File: config.mk
export PLATFORM = sky130hd
export DESIGN_NAME = ilid_cell
export DESIGN_NICKNAME = d
export VERILOG_FILES = /design/src/rtl/core/ilid_pkg.sv /design/src/rtl/core/ilid_cell.sv
export SDC_FILE = /design/constraint.sdc
export NUM_CORES = 1
export LEC_CHECK = 0
export ABC_AREA = 1
export BUFFER_PORTS_ARGS = -buffer_cell sky130_fd_sc_hd__buf_2
export CORE_UTILIZATION = 38
export CTS_CLUSTER_SIZE = 14
export DETAILED_ROUTE_END_ITERATION = 10
export PLACE_DENSITY = 0.79
export SETUP_SLACK_MARGIN = 0.3
export SYNTH_ARGS = -nofsm -noshare
export SYNTH_HDL_FRONTEND = slang
export SYNTH_SLANG_ARGS = --single-unit
File: constraint.sdc
create_clock -name clk -period 3.2 [get_ports clk]
set_input_delay 0.32 -clock clk [delete_from_list [all_inputs] [get_ports clk]]
set_output_delay 0.32 -clock clk [all_outputs]
set_load 0.01 [all_outputs]
File: src/rtl/core/ilid_pkg.sv
// Shared types, constants and codes for the indexed list block.
package ilid_pkg;

	localparam int CAPACITY = 64;
	localparam int DATA_W = 32;
	localparam int POS_W = 7;
	localparam int LEN_W = 7;
	localparam int CNT_W = $clog2(CAPACITY + 1);
	localparam int IDX_W = $clog2(CAPACITY);
	localparam int CMP_W = (CNT_W > POS_W) ? CNT_W : POS_W;

	localparam logic [2:0] OP_READ = 3'd0;
	localparam logic [2:0] OP_INSERT_AT = 3'd1;
	localparam logic [2:0] OP_INSERT_HEAD = 3'd2;
	localparam logic [2:0] OP_INSERT_TAIL = 3'd3;
	localparam logic [2:0] OP_DELETE = 3'd4;

	localparam logic [1:0] ST_DONE = 2'd0;
	localparam logic [1:0] ST_BAD_POS = 2'd1;
	localparam logic [1:0] ST_FULL = 2'd2;

	typedef struct packed {
		logic [2:0] operation;
		logic [POS_W-1:0] position;
		logic signed [DATA_W-1:0] value;
	} req_word_t;

	typedef struct packed {
		logic signed [DATA_W-1:0] read_value;
		logic [1:0] status;
		logic [LEN_W-1:0] list_length;
	} rsp_word_t;

	typedef enum logic [1:0] {
		CMD_HOLD = 2'd0,
		CMD_INSERT = 2'd1,
		CMD_DELETE = 2'd2
	} cmd_kind_t;

	typedef struct packed {
		cmd_kind_t kind;
		logic [CMP_W-1:0] pos;
		logic [DATA_W-1:0] value;
		logic [CMP_W-1:0] rd_pos;
	} slot_cmd_t;

endpackage

File: src/rtl/core/ilid_cell.sv
// One list slot: holds an entry and shifts it to or from its neighbours.
module ilid_cell import ilid_pkg::*; (
	input logic clk,
	input logic [IDX_W-1:0] idx,
	input slot_cmd_t cmd,
	input logic [DATA_W-1:0] left_data,
	input logic [DATA_W-1:0] right_data,
	output logic [DATA_W-1:0] data,
	output logic [DATA_W-1:0] rd_data
);

	logic [DATA_W-1:0] data_q;
	logic [CMP_W-1:0] idx_ext;

	assign idx_ext = CMP_W'(idx);
	assign data = data_q;
	assign rd_data = (idx_ext == cmd.rd_pos) ? data_q : '0;

	always_ff @(posedge clk) begin
		case (cmd.kind)
			CMD_INSERT: begin
				if (idx_ext > cmd.pos) begin
					data_q <= left_data;
				end else if (idx_ext == cmd.pos) begin
					data_q <= cmd.value;
				end
			end
			CMD_DELETE: begin
				if (idx_ext >= cmd.pos) begin
					data_q <= right_data;
				end
			end
			default: begin
				data_q <= data_q;
			end
		endcase
	end

endmodule

==> summary.md, run 1 <==
| Metric | Value |
|---|---|
| Status | `complete, but fails checks` |
| Violated checks | `DRC` |
| Die area | `0.00708 sq mm` |
| Arrival @ worst endpoint | `1.88 ns` |
| Switching pwr | `0.398 mW` |
| WL per Instance | `10.9 um` |
| VDD IR-drop max | `0.172 mV` |
| Clk pwr share | `22.1%` |
| Met3 WL post-DR | `544 um` |
| Hold Path Class | `in2reg` |
| PostCTS Resize Cnt | `0` |
| Worst Path Max Fanout | `19` |
| Antenna violations before repair | `0` |
| Ant diodes | `0` |
| RSZ-0062 raised after global routing | `false` |
| Period utilization | `68.6%` |
| Met2 routed WL | `3.64 mm` |
| Fmax achieved | `0.455 GHz` |
| Setup_tns | `0 ns` |
| CP startpoint | `cmd[2]` |
| Worst hold start | `right_data[21]` |
| Clk root buf | `clkbuf_8` |
| Max Root-Sink Buffers | `2` |
| Core area | `0.00642 sq mm` |
| Mean post-synth cell area | `6.50 sq um` |
| Fin. Hold Viols | `0` |
| Ys flop type | `edfxtp_1` |
| Most frequent cells in the layout | `182 x buf_2, 112 x inv_1, 104 x nand2_1` |
| Post-CTS Setup Bufs | `0` |
| Yosys cell types | `21` |
| Max Slew Vio Count | `0` |
| # setup viols final | `0` |
| Pwr Density | `354 mW/mm^2` |
| Synth warn | `0` |
| Vias | `2893` |
| First-pass GRT wire length | `11.0 mm` |
| TritonCTS Buffers | `5` |
| Pre-CTS setup slack | `0.788 ns` |
| Switching part of the total | `31.2%` |
| CTS Sinks | `32` |
| WL met1 | `2.76 mm` |
| Total Routed Length | `7.06 mm` |
| GRT Total Usage | `19.7%` |
| Setup crit end kind | `primary output` |
| Final ANT Viol Nets | `0` |
| Largest net degree at the start of global routing | `34` |
| P_leak | `2.34 nW` |
| Ys async rst share | `0%` |
| Vias in the first global route | `2554` |
| Cell count after synthesis | `394` |
| Total internal power | `0.877 mW` |
| Final Net Count | `696` |
| Gr ovfl total | `0` |
| Detailed Routing Iterations Pass 1 | `8` |
| Avg Vias per Cell | `4.47` |
| Seq pwr share | `46.4%` |
| # port buffers | `182` |
| Cts hold-fix bufs | `0` |
| Most common cell after layout, fill and taps aside | `buf_2` |
| Layout cell share with drive strength beyond 1 | `34.7%` |
| Max FFs per register | `32` |
| H-tree depth | `2` |
| Seq/Total Area, Yosys | `37.5%` |
| Dpl hpwl | `5.45 mm` |
| IO Pins | `183` |
| Yosys reg bits | `32` |
| Slew margin rel. | `31.1%` |
| Net Count, Synth | `521` |
| Max-Cap Viols | `0` |
| Number of flops mapped to enable cells by yosys | `32` |
| Least-Margin Pin Slew | `1.03 ns` |
| Top Metal Used | `met4` |
| Area Growth Syn to Fin | `40.5%` |
| Critical Path End | `rd_data[13]` |
| Clock Pin Slew Worst Setup and Hold Paths | `0.06 ns` |
| Worst EP required | `2.88 ns` |
| Crit path launch type | `input pin` |
| Routability cong. | `0.759` |
| Yosys top cell by area | `edfxtp_1` |
| Logic gate share of total power | `31.5%` |
| Final hold slack | `0.311 ns` |
| Rows | `29` |
| Drt initial violations | `119` |
| Setup ws final | `1.00 ns` |
| Synth top area share | `37.5%` |
| CTS tree | `yes` |
| Crit Path Category | `in2out` |
| Final Power | `1.27 mW` |
| Horiz. Die Dim | `84.1 um` |
| Die Y | `84.1 um` |
| Initial core utilization | `39.9%` |
| Mapped cell area | `0.00256 sq mm` |
| Minimum clock period | `2.20 ns` |
| Ranking of synthesized cells by area | `edfxtp_1 38%, inv_1 16%, nand2_1 15%` |
| Drt drc | `26` |
## through the flow
stage | instance area [sq um] | utilization [%] | instances
after CTS | 3600 | 56.0 | 647
after global placement | 3520 | 54.8 | 639
final | 3600 | 56.0 | 647
after global routing | 3600 | 56.0 | 647
after detailed placement | 3520 | 54.8 | 639
after floorplan | 2560 | - | 394
## area by class of cell
cell class / instances / area [sq um]
sequential: 32 / 961
fill: 624 / 2820
inverter: 112 / 420
timing repair buffer: 187 / 961
clock buffer: 7 / 76.3
clock inverter: 1 / 3.75
multi-input combinational: 231 / 1080
tap: 77 / 96.3
## Yosys cell counts (2+ instances only)
cell	n
buf_6	3
clkbuf_1	4
a21oi_1	2
xor2_1	3
ha_1	8
inv_1	112
edfxtp_1	32
buf_2	8
nor2_1	39
nand3_1	67
buf_1	3
nand2_1	104
## per-layer routing
metal | global-route usage [%] | vias up
met3 | 3.66 | 10
met2 | 39.0 | 141
li1 | - | 1513
met1 | 20.6 | 1229
met5 | 0 | -
met4 | 6.27 | 0
## power by group through the flow
stage                     Clock (mW)  Sequential, mW  Combinational [mW]
after floorplan                    0           0.629               0.189
after global placement             0           0.599               0.396
after detailed placement           0           0.599               0.406
after CTS                      0.298           0.592               0.406
after global routing           0.316           0.598               0.453
final                          0.282           0.591               0.402
## worst min-delay path by stage
stage / to / depth (start not counted)
2_1_floorplan: data[30] / 2
3_3_place_gp: data[17] / 3
3_5_place_dp: data[21] / 3
4_1_cts: data[21] / 3
5_1_grt: data[18] / 3
6_report: data[21] / 3
## critical path: stages
cell	delay [ns]
buf_2	0.10
xor2_1	0.15
nor3b_1	0.17
nand3_1	0.46
buf_4	0.40
nor2_1	0.12
buf_2	0.14
## cells by family (layout without fill, tap and decap cells)
| group | after synthesis | count (layout) | synth area share (%) |
|---|---|---|---|
| DFF | 32 | 32 | 37.5 |
| AOI/OAI and AO/OA | 3 | 3 | 0.586 |
| adders and majority gates | 8 | 8 | 3.91 |
| and+or+nand+nor | 216 | 216 | 36.0 |
| xor gates and xnor gates | 4 | 4 | 1.37 |
| buffers and inverters | 131 | 307 | 20.6 |
(Power assumes the default switching activity.)
==> run 2, diff against run 1 <==
- CORE_UTILIZATION: 38 -> 42
- PLACE_DENSITY: 0.79 -> 0.83
- clock period: 3.2 -> 2.2 ns (I/O delays scaled with it)
==> run 2 against run 1 <==
  * The run now ends clean
  * Non-clock buffer count up 5
  * Sequential cell count unchanged
  * Via count up 4.0%
  * Clock-buffer cell count down 2
  * Worst setup slack worse by 0.48 ns
  * Core utilization up 6.4 points
  * Largest power group unchanged
==> summary.md, run 2 (synthesis results as in run 1) <==
| Metric | Value |
|---|---|
| Status | `finished clean` |
| # setup viols final | `0 (unchanged)` |
| WL per Instance | `11.5 um (+5.1%)` |
| Max Slew Vio Count | `0 (unchanged)` |
| Layout cell share with drive strength beyond 1 | `37.0% (+2.2 points)` |
| Pwr Density | `516 mW/mm^2 (+46%)` |
| Least-Margin Pin Slew | `0.385 ns (-0.647 ns)` |
| Worst-path cell with the longest stage delay | `buf_4` |
| Detailed Routing Iterations Pass 1 | `4 (-4)` |
| First-pass GRT wire length | `11.4 mm (+3.2%)` |
| Avg Vias per Cell | `4.62 (+3.4%)` |
| Initial core utilization | `43.5% (+3.6 points)` |
| Crit path launch type | `input pin` |
| Arrival @ worst endpoint | `1.64 ns (-0.24 ns)` |
| Horiz. Die Dim | `80.1 um (-4.8%)` |
| Final Net Count | `702 (+0.86%)` |
| Crit Path Category | `in2reg` |
| Fin. Hold Viols | `0 (unchanged)` |
| Die area | `0.00642 sq mm (-9.3%)` |
| Clock Pin Slew Worst Setup and Hold Paths | `0.07 ns (about the same)` |
| Worst Path Max Fanout | `18 (-1)` |
| Largest net degree at the start of global routing | `33 (-2.9%)` |
| Gr ovfl total | `0 (unchanged)` |
| Most common cell after layout, fill and taps aside | `buf_2` |
| Cell area after layout | `0.00368 sq mm (+2.1%)` |
| Fmax achieved | `0.597 GHz` |
| Max Root-Sink Buffers | `2 (unchanged)` |
| H-tree depth | `2 (unchanged)` |
| GRT Total Usage | `22.9% (+3.3 points)` |
| Routability cong. | `0.812 (+7.0%)` |
| CTS Sinks | `32 (unchanged)` |
| Final ANT Viol Nets | `0 (unchanged)` |
| Hold Path Class | `in2reg` |
| Placed cell count | `641 (+0.31%)` |
| IO Pins | `183 (unchanged)` |
| Pre-CTS setup slack | `0.121 ns (-0.667 ns)` |
| CTS tree | `yes` |
| Dpl hpwl | `5.66 mm (+3.9%)` |
| Total Routed Length | `7.47 mm (+5.8%)` |
| Drt drc | `0 (-100%)` |
| Rows | `28 (-3.4%)` |
| Drt initial violations | `122 (+2.5%)` |
| # port buffers | `182 (unchanged)` |
| Vias in the first global route | `2691 (+5.4%)` |
| Ant diodes | `0 (unchanged)` |
| P_leak | `2.36 nW (+0.85%)` |
| Max FFs per register | `32 (unchanged)` |
| Core area | `0.00589 sq mm (-8.4%)` |
| Setup_tns | `0 ns (unchanged)` |
| Period utilization | `76.1%` |
| Setup crit end kind | `flip-flop` |
| Max-Cap Viols | `0 (unchanged)` |
| Minimum clock period | `1.68 ns` |
| RSZ-0062 raised after global routing | `false` |
| Slew margin rel. | `74.3% (+43 points)` |
| Vias | `3009 (+4.0%)` |
| Fin cells | `651 (+0.62%)` |
| VDD IR-drop max | `0.280 mV (+63%)` |
| Post-DP Area | `0.00357 sq mm (+1.5%)` |
| Area Growth Syn to Fin | `43.5%` |
| Worst path max stage delay | `0.26 ns (-0.20 ns)` |
| Most frequent cells in the layout | `182 x buf_2, 108 x inv_1, 104 x nand2_1` |
| TritonCTS Buffers | `5 (unchanged)` |
| Clk root buf | `clkbuf_8` |
| Antenna violations before repair | `0 (unchanged)` |
| Worst EP required | `2.17 ns (-0.71 ns)` |
| Critical-path cell list | `buf_2 > inv_12 > ha_4 > inv_2 > nor3_2 > nand3_2 > o21ai_1 > nor2_1 > nor2_4 > buf_4` |
| Setup ws final | `0.525 ns (-0.480 ns)` |
| Die Y | `80.1 um (-4.8%)` |
[run 2: per-stage QoR]
step | utilization, % | power, mW | hold slack (ns)
final | 62.5 | 1.90 | 0.209
after CTS | 62.1 | 1.90 | 0.200
after detailed placement | 60.7 | 1.47 | 0.498
after global routing | 62.5 | 2.02 | 0.208
after global placement | 60.7 | 1.45 | 0.493
after floorplan | - | 1.20 | 0.402
[run 2: report_power, final]
part,switching (mW),internal (mW)
clock,0.223,0.215
combinational,0.345,0.258
sequential,0.0536,0.804
[run 2: routing by layer]
metal | wire, um | vias up | track usage (%) | share of wire (%)
met5 | 0 | - | 0 | 0
met4 | 139 | 0 | 10.0 | 1.9
met3 | 499 | 15 | 3.41 | 6.7
met2 | 3920 | 157 | 43.1 | 52
met1 | 2910 | 1311 | 25.3 | 39
li1 | - | 1526 | - | -
[run 2: timing repair]
item / in CTS / in global routing
hold buffers: 0 / 0
buffers inserted: 0 / 1
resized for setup: 0 / 3
endpoints found under the setup margin: 0 / 32
[run 2: final cells by class]
class	count	area, sq um
clock inverters	3	13.8
multi-input cells	231	1110
repair inverters	1	7.51
fillers	552	2210
clock buffers	5	68.8
flip-flops and latches	32	961
well taps	75	93.8
repair buffers	192	986
inverters	112	437
[run 2: critical path, delay by kind of cell]
kind,cells,cell delay (ns)
adder cells (fa/ha/maj),1,0.25
AO/OA/AOI/OAI,1,0.11
buffers and inverters,4,0.48
AND/OR/NAND/NOR,4,0.56
[run 2: path summary, 6_finish.rpt]
check | from | slack [ns] | cells after the start | end
worst max-delay path | cmd[44] | 0.52 | 10 | data[19]
worst min-delay path | right_data[27] | 0.21 | 3 | data[27]
